===== src/hdl/dsd_pkg.sv =====
// shared types, constants and helper functions for the sample deframer
package dsd_pkg;

  localparam int CHANNELS      = 8;
  localparam int SAMPLE_BITS   = 12;
  localparam int HEADER_WORDS  = 6;
  localparam int STREAM_BITS   = 32;
  localparam int POS_BITS      = 30;
  localparam int CHAN_BITS     = 3;
  localparam int NCHAN_BITS    = 4;
  localparam int HI_SHIFT      = 16;
  localparam int DIV_STEPS     = POS_BITS;
  localparam int DIV_CNT_BITS  = $clog2(DIV_STEPS + 1);

  localparam logic [POS_BITS-1:0] MASK_WORD  = POS_BITS'(3);
  localparam logic [POS_BITS-1:0] HDR_WORDS  = POS_BITS'(HEADER_WORDS);
  localparam logic [POS_BITS-1:0] HDR_LAST   = POS_BITS'(HEADER_WORDS - 1);

  // sequencer states
  typedef enum logic [1:0] {
    ST_IDLE,
    ST_DIV,
    ST_LO,
    ST_HI
  } dsd_state_t;

  // divider status towards the sequencer
  typedef struct packed {
    logic busy;
    logic done;
  } dsd_div_stat_t;

  // number of enabled channels
  function automatic logic [NCHAN_BITS-1:0] count_bits(input logic [CHANNELS-1:0] m);
    logic [NCHAN_BITS-1:0] n;
    n = '0;
    for (int i = 0; i < CHANNELS; i++) begin
      n = n + NCHAN_BITS'(m[i]);
    end
    return n;
  endfunction

  // lowest enabled channel at or above from
  function automatic logic [CHAN_BITS-1:0] next_chan(input logic [CHANNELS-1:0] m,
                                                     input logic [NCHAN_BITS-1:0] from);
    logic [CHAN_BITS-1:0] c;
    c = '0;
    for (int i = CHANNELS - 1; i >= 0; i--) begin
      if (m[i] && (NCHAN_BITS'(i) >= from)) begin
        c = CHAN_BITS'(i);
      end
    end
    return c;
  endfunction

endpackage


===== src/hdl/dsd_div.sv =====
// bit-serial restoring divider, one quotient bit per cycle
module dsd_div (
  input  logic                             clk,
  input  logic                             rst_n,
  input  logic                             start,
  input  logic [dsd_pkg::POS_BITS-1:0]     dividend,
  input  logic [dsd_pkg::NCHAN_BITS-1:0]   divisor,
  output dsd_pkg::dsd_div_stat_t           stat,
  output logic [dsd_pkg::POS_BITS-1:0]     quotient
);

  logic [dsd_pkg::POS_BITS-1:0]     quo_r;
  logic [dsd_pkg::NCHAN_BITS-1:0]   rem_r;
  logic [dsd_pkg::NCHAN_BITS-1:0]   div_r;
  logic [dsd_pkg::DIV_CNT_BITS-1:0] cnt_r;
  logic                             busy_r;
  logic                             done_r;
  logic [dsd_pkg::NCHAN_BITS:0]     trial;
  logic [dsd_pkg::NCHAN_BITS:0]     rem_step;
  logic                             ge;

  // one trial subtraction per cycle
  always_comb begin
    trial    = {rem_r, quo_r[dsd_pkg::POS_BITS-1]};
    ge       = (trial >= {1'b0, div_r});
    rem_step = ge ? (trial - {1'b0, div_r}) : trial;
  end

  // control
  always_ff @(posedge clk) begin
    if (!rst_n) begin
      busy_r <= 1'b0;
      done_r <= 1'b0;
      cnt_r  <= '0;
    end else begin
      done_r <= 1'b0;
      if (start) begin
        busy_r <= 1'b1;
        cnt_r  <= dsd_pkg::DIV_CNT_BITS'(dsd_pkg::DIV_STEPS);
      end else if (busy_r) begin
        cnt_r <= cnt_r - 1'b1;
        if (cnt_r == dsd_pkg::DIV_CNT_BITS'(1)) begin
          busy_r <= 1'b0;
          done_r <= 1'b1;
        end
      end
    end
  end

  // datapath
  always_ff @(posedge clk) begin
    if (start) begin
      quo_r <= dividend;
      rem_r <= '0;
      div_r <= divisor;
    end else if (busy_r) begin
      quo_r <= {quo_r[dsd_pkg::POS_BITS-2:0], ge};
      rem_r <= rem_step[dsd_pkg::NCHAN_BITS-1:0];
    end
  end

  assign stat.busy = busy_r;
  assign stat.done = done_r;
  assign quotient  = quo_r;

endmodule


===== src/hdl/digitizer_event_sample_deframer.sv =====
// top level: event word sequencer, channel planning and sample output register
//
//  channel | ports                                        | direction
//  in      | in_valid, in_ready, in_stream_word           | stream words in
//  out     | out_valid, out_ready, out_channel,           | samples out
//          | out_sample_value, out_last_in_channel,       |
//          | out_last_in_event                            |
//
// a header or skipped word needs only its accept; a data word is accepted, then its
// low and high samples are loaded into the output register in turn.
// the last header word, when the mask is non-zero, also waits for the serial
// divider, which yields one quotient bit per cycle for the 30-bit words-per-channel.
// synchronous active-low reset returns to the start of an event.
// a stalled output holds the sequencer in a sample state; in_ready stays low.
module digitizer_event_sample_deframer (
  input  logic                                clk,
  input  logic                                rst_n,
  input  logic                                in_valid,
  output logic                                in_ready,
  input  logic [dsd_pkg::STREAM_BITS-1:0]     in_stream_word,
  output logic                                out_valid,
  input  logic                                out_ready,
  output logic [dsd_pkg::CHAN_BITS-1:0]       out_channel,
  output logic [dsd_pkg::SAMPLE_BITS-1:0]     out_sample_value,
  output logic                                out_last_in_channel,
  output logic                                out_last_in_event
);

  dsd_pkg::dsd_state_t              state_r, state_nxt;
  logic [dsd_pkg::POS_BITS-1:0]     pos_r, pos_nxt;
  logic [dsd_pkg::POS_BITS-1:0]     ev_words_r, ev_words_nxt;
  logic [dsd_pkg::CHANNELS-1:0]     mask_r, mask_nxt;
  logic [dsd_pkg::POS_BITS-1:0]     wpc_r, wpc_nxt;
  logic [dsd_pkg::CHAN_BITS-1:0]    cur_ch_r, cur_ch_nxt;
  logic [dsd_pkg::POS_BITS-1:0]     wleft_r, wleft_nxt;
  logic [dsd_pkg::NCHAN_BITS-1:0]   chleft_r, chleft_nxt;
  logic                             out_valid_r, out_valid_nxt;

  // held beat for the two sample emissions
  logic [dsd_pkg::SAMPLE_BITS-1:0]  lo_r, hi_r;
  logic [dsd_pkg::CHAN_BITS-1:0]    emit_ch_r;
  logic                             last_ch_r, last_ev_r;
  logic                             hold_load;

  // output register payload
  logic [dsd_pkg::CHAN_BITS-1:0]    o_ch_r;
  logic [dsd_pkg::SAMPLE_BITS-1:0]  o_smp_r;
  logic                             o_lch_r, o_lev_r;
  logic                             out_load, out_hi;

  logic                             accept;
  logic                             out_free;
  logic [dsd_pkg::NCHAN_BITS-1:0]   n_en;
  logic [dsd_pkg::POS_BITS-1:0]     pos_inc;
  logic [dsd_pkg::POS_BITS-1:0]     words_raw;
  logic                             div_start;
  dsd_pkg::dsd_div_stat_t           div_stat;
  logic [dsd_pkg::POS_BITS-1:0]     div_q;
  logic [dsd_pkg::POS_BITS-1:0]     div_dividend;

  assign in_ready  = (state_r == dsd_pkg::ST_IDLE);
  assign accept    = in_valid && in_ready;
  assign out_free  = !out_valid_r || out_ready;
  assign n_en      = dsd_pkg::count_bits(mask_r);
  assign words_raw = in_stream_word[dsd_pkg::STREAM_BITS-1:2];
  assign div_dividend = ev_words_r - dsd_pkg::HDR_WORDS;

  // words per channel = (event words - header) / enabled channels
  dsd_div u_div (
    .clk      (clk),
    .rst_n    (rst_n),
    .start    (div_start),
    .dividend (div_dividend),
    .divisor  (n_en),
    .stat     (div_stat),
    .quotient (div_q)
  );

  // sequencer next state
  always_comb begin
    state_nxt     = state_r;
    pos_nxt       = pos_r;
    ev_words_nxt  = ev_words_r;
    mask_nxt      = mask_r;
    wpc_nxt       = wpc_r;
    cur_ch_nxt    = cur_ch_r;
    wleft_nxt     = wleft_r;
    chleft_nxt    = chleft_r;
    out_valid_nxt = out_valid_r;
    div_start     = 1'b0;
    hold_load     = 1'b0;
    out_load      = 1'b0;
    out_hi        = 1'b0;
    pos_inc       = pos_r + 1'b1;

    if (out_valid_r && out_ready) begin
      out_valid_nxt = 1'b0;
    end

    case (state_r)
      dsd_pkg::ST_IDLE: begin
        if (accept) begin
          if (pos_r == '0) begin
            // size word opens the event
            ev_words_nxt = (words_raw < dsd_pkg::HDR_WORDS) ? dsd_pkg::HDR_WORDS : words_raw;
            mask_nxt     = '0;
            chleft_nxt   = '0;
            wleft_nxt    = '0;
          end else if (pos_r < dsd_pkg::HDR_WORDS) begin
            if (pos_r == dsd_pkg::MASK_WORD) begin
              mask_nxt = in_stream_word[dsd_pkg::CHANNELS-1:0];
            end
            if (pos_r == dsd_pkg::HDR_LAST) begin
              chleft_nxt = '0;
              wleft_nxt  = '0;
              cur_ch_nxt = '0;
              wpc_nxt    = '0;
              if (n_en != '0) begin
                div_start = 1'b1;
                state_nxt = dsd_pkg::ST_DIV;
              end
            end
          end else if (chleft_r != '0 && wleft_r != '0) begin
            // data word: two samples follow
            hold_load = 1'b1;
            state_nxt = dsd_pkg::ST_LO;
            wleft_nxt = wleft_r - 1'b1;
            if (wleft_r == dsd_pkg::POS_BITS'(1)) begin
              chleft_nxt = chleft_r - 1'b1;
              if (chleft_r != dsd_pkg::NCHAN_BITS'(1)) begin
                cur_ch_nxt = dsd_pkg::next_chan(mask_r,
                                                {1'b0, cur_ch_r} + dsd_pkg::NCHAN_BITS'(1));
                wleft_nxt  = wpc_r;
              end
            end
          end
          pos_nxt = (pos_inc >= ev_words_nxt) ? '0 : pos_inc;
        end
      end
      dsd_pkg::ST_DIV: begin
        if (div_stat.done) begin
          wpc_nxt   = div_q;
          state_nxt = dsd_pkg::ST_IDLE;
          if (div_q != '0) begin
            chleft_nxt = n_en;
            cur_ch_nxt = dsd_pkg::next_chan(mask_r, '0);
            wleft_nxt  = div_q;
          end
        end
      end
      dsd_pkg::ST_LO: begin
        if (out_free) begin
          out_load      = 1'b1;
          out_valid_nxt = 1'b1;
          state_nxt     = dsd_pkg::ST_HI;
        end
      end
      dsd_pkg::ST_HI: begin
        if (out_free) begin
          out_load      = 1'b1;
          out_hi        = 1'b1;
          out_valid_nxt = 1'b1;
          state_nxt     = dsd_pkg::ST_IDLE;
        end
      end
      default: begin
        state_nxt = dsd_pkg::ST_IDLE;
      end
    endcase
  end

  // control registers
  always_ff @(posedge clk) begin
    if (!rst_n) begin
      state_r     <= dsd_pkg::ST_IDLE;
      pos_r       <= '0;
      ev_words_r  <= '0;
      mask_r      <= '0;
      wpc_r       <= '0;
      cur_ch_r    <= '0;
      wleft_r     <= '0;
      chleft_r    <= '0;
      out_valid_r <= 1'b0;
    end else begin
      state_r     <= state_nxt;
      pos_r       <= pos_nxt;
      ev_words_r  <= ev_words_nxt;
      mask_r      <= mask_nxt;
      wpc_r       <= wpc_nxt;
      cur_ch_r    <= cur_ch_nxt;
      wleft_r     <= wleft_nxt;
      chleft_r    <= chleft_nxt;
      out_valid_r <= out_valid_nxt;
    end
  end

  // held data beat
  always_ff @(posedge clk) begin
    if (hold_load) begin
      lo_r      <= in_stream_word[dsd_pkg::SAMPLE_BITS-1:0];
      hi_r      <= in_stream_word[dsd_pkg::HI_SHIFT +: dsd_pkg::SAMPLE_BITS];
      emit_ch_r <= cur_ch_r;
      last_ch_r <= (wleft_r == dsd_pkg::POS_BITS'(1));
      last_ev_r <= (wleft_r == dsd_pkg::POS_BITS'(1)) &&
                   (chleft_r == dsd_pkg::NCHAN_BITS'(1));
    end
  end

  // output register
  always_ff @(posedge clk) begin
    if (out_load) begin
      o_ch_r  <= emit_ch_r;
      o_smp_r <= out_hi ? hi_r : lo_r;
      o_lch_r <= out_hi && last_ch_r;
      o_lev_r <= out_hi && last_ev_r;
    end
  end

  assign out_valid           = out_valid_r;
  assign out_channel         = o_ch_r;
  assign out_sample_value    = o_smp_r;
  assign out_last_in_channel = o_lch_r;
  assign out_last_in_event   = o_lev_r;

endmodule


===== config.mk =====
export PLATFORM = sky130hd
export DESIGN_NAME = digitizer_event_sample_deframer
export DESIGN_NICKNAME = d
export VERILOG_FILES = /design/src/hdl/dsd_pkg.sv /design/src/hdl/dsd_div.sv /design/src/hdl/digitizer_event_sample_deframer.sv
export SDC_FILE = /design/constraint.sdc
export NUM_CORES = 1
export LEC_CHECK = 0
export BUFFER_PORTS_ARGS = -buffer_cell sky130_fd_sc_hd__buf_4
export CAP_MARGIN = 40
export CORE_UTILIZATION = 58
export CTS_BUF_LIST = sky130_fd_sc_hd__clkbuf_8
export DETAILED_ROUTE_END_ITERATION = 16
export PLACE_DENSITY_LB_ADDON = 0.2
export SKIP_CTS_REPAIR_TIMING = 1
export SLEW_MARGIN = 20
export SYNTH_ARGS = -nofsm -noshare
export SYNTH_HDL_FRONTEND = slang
export SYNTH_HIERARCHICAL = 1
export SYNTH_SLANG_ARGS = --single-unit

===== constraint.sdc =====
create_clock -name clk -period 4.2 [get_ports clk]
set_input_delay 1.26 -clock clk [delete_from_list [all_inputs] [get_ports clk]]
set_output_delay 1.26 -clock clk [all_outputs]
set_load 0.05 [all_outputs]

# Yosys cells after proc, flatten, opt, wreduce, memory -nomap -nowiden
# Cells that the tools add are included.
# word_totals
register_bits	229
in_bits	36
out_inout_bits	19
wordCells	209
# classes
addsub	14
n_lt_le_gt_ge	12
eq_ne	25
mux	95
n_bitwise	2
n_reduce_logical	36
# ops
cell	n
30-bit two-way mux	20
30-bit case mux with 2 select lines	2
3-bit two-way mux	25
30-bit by 3-bit less-than comparator with 1-bit output, second input constant	2
30-bit nonzero test	2
4-bit two-way mux	9
30-bit by 1-bit adder with 30-bit output, second input constant	1
30-bit by 1-bit equality test with 1-bit output, second input constant	1
30-bit by 2-bit equality test with 1-bit output, second input constant	1
30-bit by 3-bit equality test with 1-bit output, second input constant	1
30-bit >= comparator	1
30-bit zero test	1
30-bit by 1-bit subtractor with 30-bit output, second input constant	1
30-bit by 3-bit subtractor with 30-bit output, second input constant	1
8-bit two-way mux	3
1-bit two-way mux	21
2-bit two-way mux	9
4-bit by 1-bit adder with 4-bit output	4
3-bit by 4-bit >= comparator with 1-bit output, first input constant	4
1-bit logical AND	14
12-bit two-way mux	1
4-bit by 1-bit inequality test with 1-bit output, second input constant	3
6-bit AND reduction	2
5-bit two-way mux	2
other kinds (35)	53

# Longest topological paths before layout
# Gate-level depths: netlist of the first run.
# logic_depth
ltp_word	18
ltp_mapped	17
depth_no_buf	15

# Hierarchy
# Netlist of the first run, hierarchy kept.
# by_module_without_submodules
module	instances	cells_per_inst	area_per_inst_um2	seq_area_each_um2
digitizer_event_sample_deframer	1	1217	10572.6	4144.0
dsd_div	1	145	2084.5	1241.2

# Worst setup path before layout of the first run
# OpenSTA, ideal clock, no wires.
# synth_timing
path_kind	register -> register
startpoint	reg mask_r[0] in the netlist's numbering
endpoint	reg u_div.quo_r (netlist bit u_div/quotient[17]) (data pin)
setup_time_ns	0.260
arrival_time_ns	4.072
t_required_ns	3.940
setup_slack_ns	-0.131
stages_incl_launch_ff	15
n_path_buf	2
period_less_slack_ns	4.331
cell_sequence	dfxtp_1 fa_1 inv_1 fa_1 fa_1 inv_1 ha_1 inv_1 fa_1 xnor2_1 nor4_1 nor3_1 buf_4 clkbuf_1 mux2_2
# synth_between
elab_chain_len	15
# synth_rtl
element	line	source
from (decl)	digitizer_event_sample_deframer.sv:32	logic [dsd_pkg::CHANNELS-1:0] mask_r, mask_nxt;
from (signal assigned)	digitizer_event_sample_deframer.sv:188	mask_r <= mask_nxt;
1-bit by 1-bit adder with 2-bit output	dsd_pkg.sv:38	n = n + NCHAN_BITS'(m[i]);
2-bit by 1-bit adder with 3-bit output	dsd_pkg.sv:38	
3-bit by 1-bit adder with 4-bit output	dsd_pkg.sv:38	
4-bit by 1-bit adder with 4-bit output (4 in a row)	dsd_pkg.sv:38	
net n_en, one bit	digitizer_event_sample_deframer.sv:53	logic [dsd_pkg::NCHAN_BITS-1:0] n_en;
4-bit nonzero test	digitizer_event_sample_deframer.sv:118	if (n_en != '0) begin
1-bit two-way mux	digitizer_event_sample_deframer.sv:118	
1-bit two-way mux	digitizer_event_sample_deframer.sv:113	if (pos_r == dsd_pkg::HDR_LAST) begin
1-bit two-way mux	digitizer_event_sample_deframer.sv:109	end else if (pos_r < dsd_pkg::HDR_WORDS) begin
1-bit two-way mux	digitizer_event_sample_deframer.sv:103	if (pos_r == '0) begin
1-bit two-way mux	digitizer_event_sample_deframer.sv:102	if (accept) begin
1-bit two-way mux	digitizer_event_sample_deframer.sv:100	case (state_r)
net div_start	digitizer_event_sample_deframer.sv:56	logic div_start;
30-bit two-way mux	dsd_div.sv:52	if (start) begin
to (signal assigned)	dsd_div.sv:53	quo_r <= dividend;
to (signal assigned)	dsd_div.sv:57	quo_r <= {quo_r[dsd_pkg::POS_BITS-2:0], ge};
to (decl)	dsd_div.sv:12	logic [dsd_pkg::POS_BITS-1:0] quo_r;
# The timed path passes the listed nets, and every way through them passes these cells.
# A chain may end at the register's enable or synchronous reset.

# Worst setup path in the final report of the first run
# layout_timing
startpoint	reg mask_r[0] in the netlist's numbering
endpoint	reg u_div/rem_r[0] in the netlist's numbering
# layout_between
elab_chain_len	14
# layout_rtl
element	line	source
1-bit by 1-bit adder with 2-bit output	dsd_pkg.sv:38	
2-bit by 1-bit adder with 3-bit output	dsd_pkg.sv:38	
3-bit by 1-bit adder with 4-bit output	dsd_pkg.sv:38	
4-bit by 1-bit adder with 4-bit output (4 in a row)	dsd_pkg.sv:38	
net n_en, one bit	digitizer_event_sample_deframer.sv:53	
4-bit nonzero test	digitizer_event_sample_deframer.sv:118	
1-bit two-way mux	digitizer_event_sample_deframer.sv:118	
1-bit two-way mux	digitizer_event_sample_deframer.sv:113	
1-bit two-way mux	digitizer_event_sample_deframer.sv:109	
1-bit two-way mux	digitizer_event_sample_deframer.sv:103	
1-bit two-way mux	digitizer_event_sample_deframer.sv:102	
1-bit two-way mux	digitizer_event_sample_deframer.sv:100	
net div_start	digitizer_event_sample_deframer.sv:56	
to (signal assigned)	dsd_div.sv:58	rem_r <= rem_step[dsd_pkg::NCHAN_BITS-1:0];
to (decl)	dsd_div.sv:13	logic [dsd_pkg::NCHAN_BITS-1:0] rem_r;
# The timed path passes the listed nets, and every way through them passes these cells.

==> metrics.md, run 1 <==
| Metric | Value |
|---|---|
| Status | `completed` |
| CTS tree | `done` |
| Antenna-violating nets left | `0` |
| CP Class | `flip-flop to flip-flop` |
| Post-route cell area | `14300 µm²` |
| Worst reg2reg path depth | `14` |
| Minimum clock period | `4.03 ns` |
| F_max | `between 200 and 250 MHz` |
| Worst EP required | `4.63 ns` |
| Clk_lat worst skew | `0.55 ns` |
| Area of the mapped netlist | `12600 µm²` |
| Largest net degree at the start of global routing | `66` |
| Die height | `approximately 150 µm` |
| Final std cells w/o fill | `1726` |
| Placed Area | `13500 µm²` |
| Initial antenna violation count | `0` |
| N_diodes | `0` |
| PD cells | `356 nW/µm²` |
| WHS Path Cells | `0` |
| Post-Route WL | `33600 µm` |
| Dpl cells | `1651` |
| Clk sinks | `229` |
| Nature of the critical path startpoint | `flip-flop` |
| Global-route wire length before repair | `around 54000 µm` |
| Static Leak | `5.59 nW` |
| Most common cell after layout, fill and taps aside | `nand2_1` |
| CP Capture Type | `flip-flop` |
| Final setup fails | `0` |
| Detailed-route DRC error count | `0` |
| Synth warnings | `6` |
| Root buf cell | `clkbuf_8` |
| GRT Overall Usage | `0.309` |
| Worst-Margin Slew | `0.823 ns` |
| Input/output buffers | `54` |
| FILL cells | `1714` |
| Top Ports | `55` |
| Core region area | `21200 µm²` |
| Total Neg Setup Slack | `0 ns` |
| Worst slew margin | `0.452` |
| GRT overflow | `0` |
| Hold Path Class | `flip-flop to flip-flop` |
| Die X | `150 µm` |
| Die Footprint | `around 22000 µm²` |
| Iter 0 DRT Violations | `just under 1000` |
| CP Data Arrival Time | `between 4 and 5 ns` |
| Via density per instance | `6.21` |
| Slew Limit Fails | `0` |
| Net count reported at finish | `1513` |
| Critical path peak fanout | `7` |
| Avg Inst Size Synth | `9.29 µm²` |
| Pre-antenna DRT Iters | `6` |
| Commonest non-fill, non-tap cells in the layout | `nand2_1, dfxtp_1, a21oi_1` |
| Clk slew on worst S/H paths | `0.06 ns` |
| Syn Inst Count | `~1400` |
| Max-cap violations | `0` |
| Initial Util | `0.596` |
| Synth-to-Final Area Change | `13.0%` |
| Maximum buffer depth of the clock tree | `3` |
| Worst IR Drop VDD | `0.294 mV` |
| Row cnt | `53` |
| HPWL after DPL | `23400 µm` |
| Wire per inst | `19.5 µm` |
| Tcrit/Tclk final | `0.960` |
| Finished Core Util | `0.674` |
| Final-report hold violation count | `0` |
| Layout cells sized above 1 | `0.150` |
| Synthesized Nets | `between 1000 and 1500` |
| Placer Congestion | `0.924` |
| Via count | `10712` |
| TritonCTS Buffers | `40` |
| Clk_skew | `a little under 0.02 ns` |
| Vias in the first global route | `between 10000 and 15000` |
| H-Tree Depth | `2` |
-- metrics by stage --
| stage | power, mW | hold WS [ns] | setup WS, ns |
|---|---|---|---|
| after floorplan | 2.93 | 0.400 | 0.0174 |
| after global placement | 3.14 | 0.417 | 0.0336 |
| after detailed placement | 3.16 | 0.426 | -0.122 |
| after CTS | 5.09 | 0.446 | -0.154 |
| after global routing | 5.30 | 0.447 | -0.0139 |
| final | 5.09 | 0.436 | 0.166 |
-- flip-flops by register name, summed over array words and instances (netlist names), 4 cells and up --
name / flops
pos_r: 30
u_div/div_r: 4
wpc_r: 30
u_div/cnt_r: 5
out_sample_value: 12
hi_r: 12
lo_r: 12
u_div/quotient: 30
mask_r: 8
chleft_r: 4
u_div/rem_r: 4
ev_words_r: 30
wleft_r: 30
-- where the power goes --
| part | switching, mW | internal [mW] | total (mW) | leakage, nW |
|---|---|---|---|---|
| Combinational | 0.434 | 0.294 | 0.728 | 3.21 |
| Sequential | 0.0754 | 2.34 | 2.41 | 1.94 |
| Clock | 0.917 | 1.03 | 1.95 | 0.451 |
-- worst paths after layout --
check | startpoint | slack (ns) | to
worst max register to register | mask_r[0]$_SDFFE_PN0P_ | 0.17 | u_div/rem_r[0]$_SDFFE_PP0P_
worst min register to register | emit_ch_r[0]$_DFFE_PP_ | 0.44 | out_channel[0]$_DFFE_PP_
worst min-delay path | emit_ch_r[0]$_DFFE_PP_ | 0.44 | out_channel[0]$_DFFE_PP_
worst max-delay path | mask_r[0]$_SDFFE_PN0P_ | 0.17 | u_div/rem_r[0]$_SDFFE_PP0P_
-- cell type report --
type / instances / area [µm²] / share of cell area
flip-flops and latches: 229 / 5390 / 0.377
well taps: 275 / 344 / 0.0241
multi-input cells: 1016 / 6880 / 0.481
inverters: 38 / 143 / 0.00998
clock inverters: 24 / 92.6 / 0.00648
clock buffers: 48 / 661 / 0.0462
repair buffers: 96 / 791 / 0.0553
-- layer usage --
metal / part of all wire / GRT usage
met1: 0.43 / 0.403
met2: 0.46 / 0.509
met3: 0.075 / 0.0595
met4: 0.032 / 0.113
met5: 0 / 0
-- critical path, stage by stage (launching register included) --
cell and delay (ns):
dfxtp_1 0.33, fa_1 0.53, inv_1 0.05, fa_1 0.49
fa_1 0.42, inv_1 0.07, ha_1 0.16, inv_1 0.06
fa_2 0.35, xnor2_2 0.18, nor4_4 0.38, nor3_4 0.11
buf_4 0.18, or4_1 0.53, o311ai_1 0.10
Power figures use the tool's default switching activity.
==> run 2, diff against run 1 <==
--- a/config.mk
+++ b/config.mk
@@ -6,11 +6,11 @@
 export NUM_CORES = 1
 export LEC_CHECK = 0
 export BUFFER_PORTS_ARGS = -buffer_cell sky130_fd_sc_hd__buf_4
-export CAP_MARGIN = 40
-export CORE_UTILIZATION = 58
+export CAP_MARGIN = 10
+export CORE_UTILIZATION = 54
 export CTS_BUF_LIST = sky130_fd_sc_hd__clkbuf_8
 export DETAILED_ROUTE_END_ITERATION = 16
-export PLACE_DENSITY_LB_ADDON = 0.2
+export PLACE_DENSITY = 0.74
 export SKIP_CTS_REPAIR_TIMING = 1
 export SLEW_MARGIN = 20
 export SYNTH_ARGS = -nofsm -noshare
==> run 2 against run 1 <==
- final cell count up 3.1%
- non-clock buffer count up 17
- register-to-register slack worse by 0.06 ns
- critical path type unchanged
- die area up 7.3%
- setup slack worse by 0.063 ns
- final area up 0.98%
- worst hold slack worse by 0.011 ns
- maximum frequency down 1.5%
- global-route usage down 2.2 points
- sequential share of layout area down 0.37 points
- first-iteration DRC count down 12%
- power up 0.37%
==> metrics.md, run 2 (same netlist as run 1, synthesis figures left out) <==
| Metric | Value |
|---|---|
| Status | `completed` |
| Post-Route WL | `33900 µm (+0.71%)` |
| N_diodes | `0 (unchanged)` |
| Cell repeated most along the worst path | `buf_4` |
| Net count reported at finish | `1530 (+1.1%)` |
| Clk slew on worst S/H paths | `0.06 ns (about the same)` |
| CTS tree | `done` |
| Via density per instance | `6.02 (-3.0%)` |
| Maximum buffer depth of the clock tree | `3 (unchanged)` |
| Final-report hold violation count | `0 (unchanged)` |
| Core region area | `22800 µm² (+7.3%)` |
| Die Footprint | `24000 µm² (+7.3%)` |
| Slew Limit Fails | `0 (unchanged)` |
| Vias in the first global route | `10211 (+0.0098%)` |
| Final std cells w/o fill | `1779 (+3.1%)` |
| Worst IR Drop VDD | `0.238 mV (-19%)` |
| Wire per inst | `19.0 µm (-2.3%)` |
| Max incr delay on CP | `0.44 ns (-0.09 ns)` |
| PD cells | `354 nW/µm² (-0.61%)` |
| Hold Path Class | `flip-flop to flip-flop` |
| CP Capture Type | `flip-flop` |
| Clk sinks | `229 (unchanged)` |
| Smallest hold slack | `0.425 ns (-0.0108 ns)` |
| Initial antenna violation count | `0 (unchanged)` |
| Nature of the critical path startpoint | `flip-flop` |
| CP Class | `flip-flop to flip-flop` |
| Antenna-violating nets left | `0 (unchanged)` |
| Clk_lat worst skew | `0.55 ns (about the same)` |
| Worst EP required | `4.65 ns (+0.02 ns)` |
| GRT overflow | `0 (unchanged)` |
| Clk_skew | `0.0239 ns (+0.00405 ns)` |
| Commonest non-fill, non-tap cells in the layout | `nand2_1, dfxtp_1, buf_4` |
| Root buf cell | `clkbuf_8` |
| CP Data Arrival Time | `4.55 ns (+0.08 ns)` |
| FF-to-FF setup slack | `0.10 ns (-0.06 ns)` |
| Critical path peak fanout | `13 (+6)` |
| Worst slew margin | `0.355 (-0.0968)` |
| Total Neg Setup Slack | `0 ns (unchanged)` |
| Largest net degree at the start of global routing | `98 (+48%)` |
| Finished Core Util | `0.634 (-0.0399)` |
| Most common cell after layout, fill and taps aside | `nand2_1` |
| Iter 0 DRT Violations | `851 (-12%)` |
| FILL cells | `1923 (+12%)` |
| Detailed-route DRC error count | `0 (unchanged)` |
| GRT Overall Usage | `0.287 (-0.0224)` |
| Via count | `10710 (-0.019%)` |
| H-Tree Depth | `2 (unchanged)` |
| TritonCTS Buffers | `40 (unchanged)` |
| Top Ports | `55 (unchanged)` |
| Die X | `155 µm (+3.6%)` |
| Minimum clock period | `4.10 ns (+0.0634 ns)` |
| Static Leak | `5.65 nW (+1.0%)` |
| Die height | `155 µm (+3.6%)` |
| Tcrit/Tclk final | `0.975 (+0.0151)` |
| Pre-antenna DRT Iters | `5 (-1)` |
| Slowest stage cell, crit path | `nor4_1` |
| Global-route wire length before repair | `54100 µm (+0.37%)` |
| Worst-Margin Slew | `0.968 ns (+0.145 ns)` |
| Input/output buffers | `54 (unchanged)` |
| Synth-to-Final Area Change | `14.1%` |
| Placer Congestion | `0.937 (+1.4%)` |
| Buf+Inv Stages, Crit Path | `3 (-1)` |
| Max-cap violations | `0 (unchanged)` |
| Initial Util | `0.555 (-0.0408)` |
| Setup WS post-layout | `0.103 ns (-0.0634 ns)` |
| Row cnt | `55 (+3.8%)` |
| Worst slack, placed | `-0.0148 ns (+0.108 ns)` |
| F_max | `244 MHz (-1.5%)` |
| HPWL after DPL | `24200 µm (+3.2%)` |
| Dpl cells | `1709 (+3.5%)` |
| Critical path's top delay family | `simple AND/OR/NAND/NOR gates` |
| Layout cells sized above 1 | `0.162 (+0.0114)` |
| Final setup fails | `0 (unchanged)` |
| CP cell instances | `nor4_1 -> nand4_2 -> nor4_4 -> buf_4 -> mux2i_1 -> ha_1 -> a21oi_1 -> a21boi_0 -> a2111oi_0 -> o22ai_1 -> nor3_2 -> buf_4 -> buf_12 -> a31oi_1 -> o31ai_1` |
==> run 2: path summary, 6_finish.rpt <==
path	from	end	cells past startpoint
min reg2reg	emit_ch_r[2]$_DFFE_PP_	out_channel[2]$_DFFE_PP_	0
max reg2reg	pos_r[13]$_SDFFE_PN0P_	pos_r[9]$_SDFFE_PN0P_	15
min	emit_ch_r[2]$_DFFE_PP_	out_channel[2]$_DFFE_PP_	0
max	pos_r[13]$_SDFFE_PN0P_	pos_r[9]$_SDFFE_PN0P_	15
==> run 2: layout make-up <==
type / instances / area (µm²) / share of cell area
Timing Repair Buffer: 113 / 886 / 0.0614
Tap cell: 313 / 392 / 0.0271
Sequential cell: 229 / 5390 / 0.373
Clock buffer: 45 / 619 / 0.0429
Multi-Input combinational cell: 1016 / 6880 / 0.477
Clock inverter: 25 / 128 / 0.00884
Inverter: 38 / 143 / 0.00988
==> run 2: power by group <==
| part | internal [mW] | switching [mW] | leakage, nW |
|---|---|---|---|
| Combinational | 0.299 | 0.433 | 3.28 |
| Sequential | 2.34 | 0.0762 | 1.94 |
| Clock | 1.04 | 0.922 | 0.438 |
| Total | 3.68 | 1.43 | 5.65 |
==> run 2: routing by layer <==
metal,routed length (µm),up-vias,track usage
met5,0,-,0
met4,1090,0,0.110
met3,2500,73,0.0649
met2,15300,341,0.454
met1,15000,5138,0.381
li1,-,5158,-
==> run 2: metrics by stage <==
step | power, mW | area [µm²]
4_1_cts | 5.11 | 14400
3_3_place_gp | 3.16 | 13700
2_1_floorplan | 2.93 | 12700
6_report | 5.11 | 14400
5_1_grt | 5.32 | 14400
3_5_place_dp | 3.17 | 13700
